===== config.mk =====
export PLATFORM = sky130hd
export DESIGN_NAME = lli_div
export DESIGN_NICKNAME = d
export VERILOG_FILES = /design/src/sv/lli_pkg.sv /design/src/sv/lli_div.sv
export SDC_FILE = /design/constraint.sdc
export NUM_CORES = 2
export LEC_CHECK = 0
export BUFFER_PORTS_ARGS = -buffer_cell sky130_fd_sc_hd__buf_2
export CORE_ASPECT_RATIO = 1.2
export CORE_MARGIN = 2
export CORE_UTILIZATION = 64
export DETAILED_ROUTE_END_ITERATION = 8
export PLACE_DENSITY = 0.86
export SLEW_MARGIN = 25
export SYNTH_ARGS = -nofsm -noshare
export SYNTH_HDL_FRONTEND = slang
export SYNTH_SLANG_ARGS = --single-unit

===== constraint.sdc =====
create_clock -name i_clk -period 4.65 [get_ports i_clk]
set_input_delay 0.93 -clock i_clk [delete_from_list [all_inputs] [get_ports i_clk]]
set_output_delay 0.93 -clock i_clk [all_outputs]
set_load 0.02 [all_outputs]

===== src/sv/lli_pkg.sv =====
// Shared types and constants for the line intersection pipeline.
// No dependencies; every other file imports this package.
package lli_pkg;

    localparam int COORD_WIDTH = 16;
    // Width of one coordinate difference.
    localparam int DIFF_W = COORD_WIDTH + 1;
    // Width of one product of two differences.
    localparam int PROD_W = 2 * COORD_WIDTH + 2;
    // Width of the numerator and denominator cross products.
    localparam int CROSS_W = 2 * COORD_WIDTH + 3;
    // Width of the numerator times a line direction.
    localparam int DIVIDEND_W = 3 * COORD_WIDTH + 4;
    // Quotient bits kept. Larger quotients always saturate.
    localparam int QUOT_W = COORD_WIDTH + 2;
    // Width of the final sum of base and quotient.
    localparam int SUM_W = COORD_WIDTH + 4;
    // Stage counts of the front end and the divider.
    localparam int FRONT_LAT = 5;
    localparam int DIV_LAT = QUOT_W + 1;

    typedef logic signed [COORD_WIDTH-1:0] t_coord;

    typedef struct packed {
        t_coord first_start_x;
        t_coord first_start_y;
        t_coord first_end_x;
        t_coord first_end_y;
        t_coord second_start_x;
        t_coord second_start_y;
        t_coord second_end_x;
        t_coord second_end_y;
    } t_in;

    typedef struct packed {
        logic   found;
        t_coord cross_x;
        t_coord cross_y;
        logic   clipped;
    } t_out;

    // Front end result: magnitudes for the two divider lanes plus sideband.
    typedef struct packed {
        logic [DIVIDEND_W-1:0] mag_x;
        logic [DIVIDEND_W-1:0] mag_y;
        logic [CROSS_W-1:0]    mag_den;
        logic                  neg_x;
        logic                  neg_y;
        logic                  den_zero;
        t_coord                base_x;
        t_coord                base_y;
    } t_front;

    // Sideband that rides alongside the divider lanes.
    typedef struct packed {
        logic   neg_x;
        logic   neg_y;
        logic   den_zero;
        t_coord base_x;
        t_coord base_y;
    } t_side;

endpackage


===== src/sv/lli_div.sv =====
// Pipelined restoring divider lane, one quotient bit per stage, with an
// up-front overflow check for quotients too large to keep. Uses lli_pkg.
module lli_div (
    input  logic                           i_clk,
    input  logic                           i_en,
    input  logic [lli_pkg::DIVIDEND_W-1:0] i_dividend,
    input  logic [lli_pkg::CROSS_W-1:0]    i_divisor,
    output logic [lli_pkg::QUOT_W-1:0]     o_quot,
    output logic                           o_ovf
);
    import lli_pkg::*;

    localparam int CMP_W = DIVIDEND_W + 1;

    logic [DIVIDEND_W-1:0] r_rem [0:QUOT_W];
    logic [CROSS_W-1:0]    r_dm  [0:QUOT_W];
    logic [QUOT_W-1:0]     r_q   [0:QUOT_W];
    logic                  r_ovf [0:QUOT_W];

    // The kept quotient bits suffice exactly when dividend < divisor << QUOT_W.
    always_ff @(posedge i_clk) begin
        if (i_en) begin
            r_rem[0] <= i_dividend;
            r_dm[0]  <= i_divisor;
            r_q[0]   <= '0;
            r_ovf[0] <= {1'b0, i_dividend} >= (CMP_W'(i_divisor) << QUOT_W);
        end
    end

    for (genvar k = 1; k <= QUOT_W; k++) begin : g_stage
        localparam int SH = QUOT_W - k;
        logic [CMP_W-1:0] trial;
        assign trial = {1'b0, r_rem[k-1]} - (CMP_W'(r_dm[k-1]) << SH);
        always_ff @(posedge i_clk) begin
            if (i_en) begin
                r_rem[k] <= trial[CMP_W-1] ? r_rem[k-1] : trial[DIVIDEND_W-1:0];
                r_q[k]   <= r_q[k-1] | (QUOT_W'(!trial[CMP_W-1]) << SH);
                r_dm[k]  <= r_dm[k-1];
                r_ovf[k] <= r_ovf[k-1];
            end
        end
    end

    assign o_quot = r_q[QUOT_W];
    assign o_ovf  = r_ovf[QUOT_W];

endmodule


**Yosys cells after proc, flatten, opt, wreduce, memory -nomap -nowiden**

Memory sizes are Yosys's and may differ from the RTL's.
Index checks and enable logic that the tools add are counted.

- Register bits after elaboration: 0
- Latch bits: 0
- Bits in writable memories: 2014
- ROM bits: 0
- Bits of input ports: 89
- Output and inout port bits: 19
- Word-level logic and storage cells: 79
- Memories: 4

- Add/subtract/negate cells: 18
- Multiply operators: 0
- Div/mod/pow operators: 0
- $lt $le $gt $ge: 1
- Eq/ne operators: 0
- Shift operators: 0
- Multiplexer cells: 20
- Bitwise logic cells: 18
- Reductions and logical operators: 18

Memory list:

| memory | depth | width | rd ports | clocked after memory_dff | wr ports | RTL line | RTL |
|---|---|---|---|---|---|---|---|
| r_rem | 19 | 52 | 18 | 0 | 19 | lli_div.sv:15 | `logic [DIVIDEND_W-1:0] r_rem [0:QUOT_W];` |
| r_dm | 19 | 35 | 18 | 0 | 19 | lli_div.sv:16 | `logic [CROSS_W-1:0] r_dm [0:QUOT_W];` |
| r_q | 19 | 18 | 19 | 0 | 19 | lli_div.sv:17 | `logic [QUOT_W-1:0] r_q [0:QUOT_W];` |
| r_ovf | 19 | 1 | 19 | 0 | 19 | lli_div.sv:18 | `logic r_ovf [0:QUOT_W];` |

Operators by type and width:

| kind | count |
|---|---|
| $mux W52 | 18 |
| $ge A52 B53 Y1 | 1 |
| $sub A52 B35 Y53 | 1 |
| $sub A52 B36 Y53 | 1 |
| $sub A52 B37 Y53 | 1 |
| $sub A52 B38 Y53 | 1 |
| $sub A52 B39 Y53 | 1 |
| $sub A52 B40 Y53 | 1 |
| $sub A52 B41 Y53 | 1 |
| $sub A52 B42 Y53 | 1 |
| $sub A52 B43 Y53 | 1 |
| $sub A52 B44 Y53 | 1 |
| $sub A52 B45 Y53 | 1 |
| $sub A52 B46 Y53 | 1 |
| $sub A52 B47 Y53 | 1 |
| $sub A52 B48 Y53 | 1 |
| $sub A52 B49 Y53 | 1 |
| $sub A52 B50 Y53 | 1 |
| $sub A52 B51 Y53 | 1 |
| $sub A52 B52 Y53 | 1 |
| $logic_not A1 Y1 | 18 |
| $or A18 B1 Y18 | 1 |
| $or A18 B10 Y18 | 1 |
| $or A18 B11 Y18 | 1 |
| other kinds (16) | 17 |

**Longest topological paths before layout**

- Depth in word-level cells: 3
- Gate-level depth with buffers: 16

**Worst setup path before layout**

OpenSTA, ideal clock, no wires.

- Path kind: register to register
- Start: memory r_rem[3][14] (netlist bit)
- End: memory r_rem[4][46] (netlist bit) (data pin)
- Setup time: 260 ps
- Arrival time: 3310 ps
- Required time: 4390 ps
- Path slack: 1080 ps
- Stages on the path, launching flop included: 16
- Period minus slack after synthesis: 3570 ps
- Path through: edfxtp_1 > inv_1 > ha_1 > inv_1 > fa_1 > a21oi_1 > o22ai_1 > a311o_1 > a21oi_2 > o31ai_1 > a221o_1 > a21bo_2 > a211oi_4 > buf_6 > inv_2 > mux2_4

RTL lines:

| element | RTL line |
|---|---|
| start: declaration | lli_div.sv:15 |

==> results.toml <==
[clock_network]
clk_latency_ps = 820
clk_transition_reported_paths_ps = 60
cts-root-buf = "clkbuf_16"
clock_sinks = 1756
numCtsBuffers = 173
clockBufferDepth = 3
cts_resized = 0
ctsHtreeMaxLevel = 4
post_cts_buffers = 0
cts_tree = "built"
holdBufCountCts = 0

[synthesis]
syn_area_um2 = 97100
synth_seq_cells = 1756
synth_fp_nets = 9469
synthTopCellsByArea = "edfxtp_1 54%, ha_1 8.5%, a21oi_1 4.1%, inv_1 3.2%, xnor2_1 3.2%"
yosysSeqAreaShare_pct = 54.3
netlist_instances = 8700
postSynth.asyncResetShare_pct = 0
synth_warnings = 0
synth_top_area_cell = "edfxtp_1"
ys_types = 94
synth-main-ff-cell = "edfxtp_1"
yosysTopAreaCellShare_pct = 54.3
synth_edf_count = 1756
syn_area_per_cell_um2 = 11.2

[die]
core_area_um2 = 151000
ios = 108
die_h_um = 431
start_util_pct = 64.4
die_x_um = 360
dieArea_um2 = 155000
std_cell_rows = 156

[worst_setup_path]
arrival_ps = 4920
start_kind = "register"
end_kind = "register"
crit_family = "compound AO/OA/AOI/OAI gates"
cp_slowest_cell = "a211oi_1"
crit_type = "reg2reg"
required_ps = 5220
path_max_fanout = 47
crit_chain = "inv_1, ha_1, inv_1, fa_1, a211oi_1, o211a_1, o31a_1, o31a_1, o221ai_1, a31oi_1, o21ai_1, nor2_4, buf_12, mux2_2"
worstPathBufferInverterCount = 3
slowest_delay_ps = 440

[timing]
fmax_mhz = 230
tightest_slew_ps = 1050
fin_skew_ps = 32.1
slew_headroom_pct = 29.1
fin_ws_ps = 297
rsz0062_at_grt = "no"
setup_viol = 0
post-route-period-util_pct = 93.6
fin_hold_ws_ps = 296
finalMaxSlewViolations = 0
finalSetupTns_ps = 0
period_needed_ps = 4350
hold_viol = 0

[flow_run]
maxCapViolations = 0

[route]
dr_wl_met2_um = 122000
num_vias = 66800
vias_per_cell = 6.07
drtIter0Drc = 4504
first_pass_iters = 8
drt_wl_total_um = 214000
top_layer_used = "met4"
drc_errors = 2
wl_met3_um = 6790
wl_met1_um = 68200
ant_nets = 0
drt-wirelength-per-cell_um = 19.4

[power_and_ir_drop]
power.density_nw_per_um2 = 626
p_comb_share_pct = 41.9
power.switching_mw = 24.1
clkPwrFrac_pct = 21.0
p_leak_nw = 42.8
swShare_pct = 36.2
p_int_mw = 42.5
ir_worst_vdd_mv = 0.497
seq_power_share_pct = 37.0

[cells_and_area]
num-nets-final = 9645
multi_input_area_um2 = 40400
fill_cells = 10200
drive_gt1_share_pct = 7.99
syn_to_final_growth_pct = 9.62
layout.cells.non_filler = 11000
seqCellArea_um2 = 52700

[global_routing]
gr-total-overflow = 0
grt_pass1_wl_um = 339000
grt_pass1_vias = 68800
grt_antenna_before_repair = 5
grt_max_degree = 139
grt.total_usage_pct = 27.4

[run_status]
violations = "DRC"
status = "finished with violations"

[worst_hold_path]
holdCritPathClass = "in2reg"

[place]
port-buffer-count = 107
dp_slack_ps = 333
dp.cells = 10700
place.gp.congestion = 0.957
place_hpwl_um = 162000
-- worst paths after layout --
kind                          startpoint                      to  slack, ps  cells after the start
hold reg to reg    r_q[16][13]$_DFFE_PP_   r_q[17][13]$_DFFE_PP_        400                      0
setup reg to reg  r_rem[7][10]$_DFFE_PP_  r_rem[8][11]$_DFFE_PP_        300                     14
setup / recovery  r_rem[7][10]$_DFFE_PP_  r_rem[8][11]$_DFFE_PP_        300                     14
hold / removal             i_divisor[14]   r_dm[0][14]$_DFFE_PP_        300                      1
-- metal layers --
layer | global-route usage, % | vias to the layer above
li1 | - | 32300
met1 | 23.7 | 31700
met2 | 56.2 | 2015
met3 | 3.26 | 771
met4 | 20.4 | 0
met5 | 0 | -
-- registers in the layout (all words and copies together) (netlist names) --
name   flops
r_rem    936
r_dm     630
r_q      171
r_ovf     19
-- through the flow --
step / util [%] / instance area (µm²) / power [mW]
2_1_floorplan: - / 97100 / 44.9
3_3_place_gp: 66.8 / 101000 / 51.1
3_5_place_dp: 66.8 / 101000 / 52.2
4_1_cts: 70.6 / 106000 / 66.4
5_1_grt: 70.6 / 106000 / 70.6
6_report: 70.6 / 106000 / 66.6
-- layout make-up --
type                            instances  share of cell area [%]
Multi-Input combinational cell       5869                    38.0
Inverter                              838                    2.96
Tap cell                             1975                    2.32
Antenna cell                           19                  0.0447
Clock buffer                          208                    4.23
Clock inverter                        100                    1.09
Sequential cell                      1756                    49.5
Timing Repair Buffer                  238                    1.85
-- Yosys cell counts (17+ instances only) --
library cell,n
nand2_1,637
o211ai_1,42
o21bai_1,73
nand4_1,102
a21o_1,330
nor4_1,66
nor2_1,556
a21oi_1,797
a311oi_1,17
inv_1,836
nand2b_1,87
xnor2_1,354
and2_1,40
a41oi_1,17
a31oi_1,75
buf_2,28
a21boi_0,19
ha_1,663
or2_2,27
nand3_1,109
o21ai_0,564
a2111oi_0,20
and3_1,54
clkbuf_1,191
a211oi_1,63
or4_1,22
o31a_1,20
edfxtp_1,1756
fa_1,17
o31ai_1,49
mux2_2,139
nor3_1,111
and4_1,19
or3_1,53
nor2b_1,93
a211o_1,26
o21a_1,83
xor2_1,281
-- cell usage in the layout (no fill, tap or decap), types with 83 or more instances in the layout --
master	Yosys	layout
buf_4	1	97
ha_1	663	663
buf_2	28	106
mux2_2	139	139
nand3_1	109	109
nor2b_1	93	93
inv_1	836	835
nand2b_1	87	87
edfxtp_1	1756	1756
o21a_1	83	83
o21ai_0	564	563
nor3_1	111	111
nand4_1	102	102
nor2_1	556	552
xnor2_1	354	354
a21oi_1	797	797
clkbuf_16	0	175
a21o_1	330	329
nand2_1	637	637
xor2_1	281	281
-- power by group through the flow --
| stage | logic [mW] | registers [mW] | clock network [mW] |
|---|---|---|---|
| after floorplan | 20.7 | 24.1 | 0 |
| after global placement | 26.4 | 24.7 | 0 |
| after detailed placement | 27.3 | 24.9 | 0 |
| after CTS | 27.5 | 24.6 | 14.2 |
| after global routing | 30.8 | 25.0 | 14.8 |
| final | 27.9 | 24.7 | 14.0 |
-- cell families (layout without fill, tap and decap cells) --
family	Yosys count	after routing	synth area share, %
other cells	0	19	0
simple gates	2047	2047	10.1
buf+inv	1075	1384	4.20
fa+ha+maj	680	680	8.90
compound gates	2360	2360	15.1
mux	147	147	1.70
flops	1756	1756	54.3
xor+xnor	635	635	5.73
(Power assumes the default switching activity.)
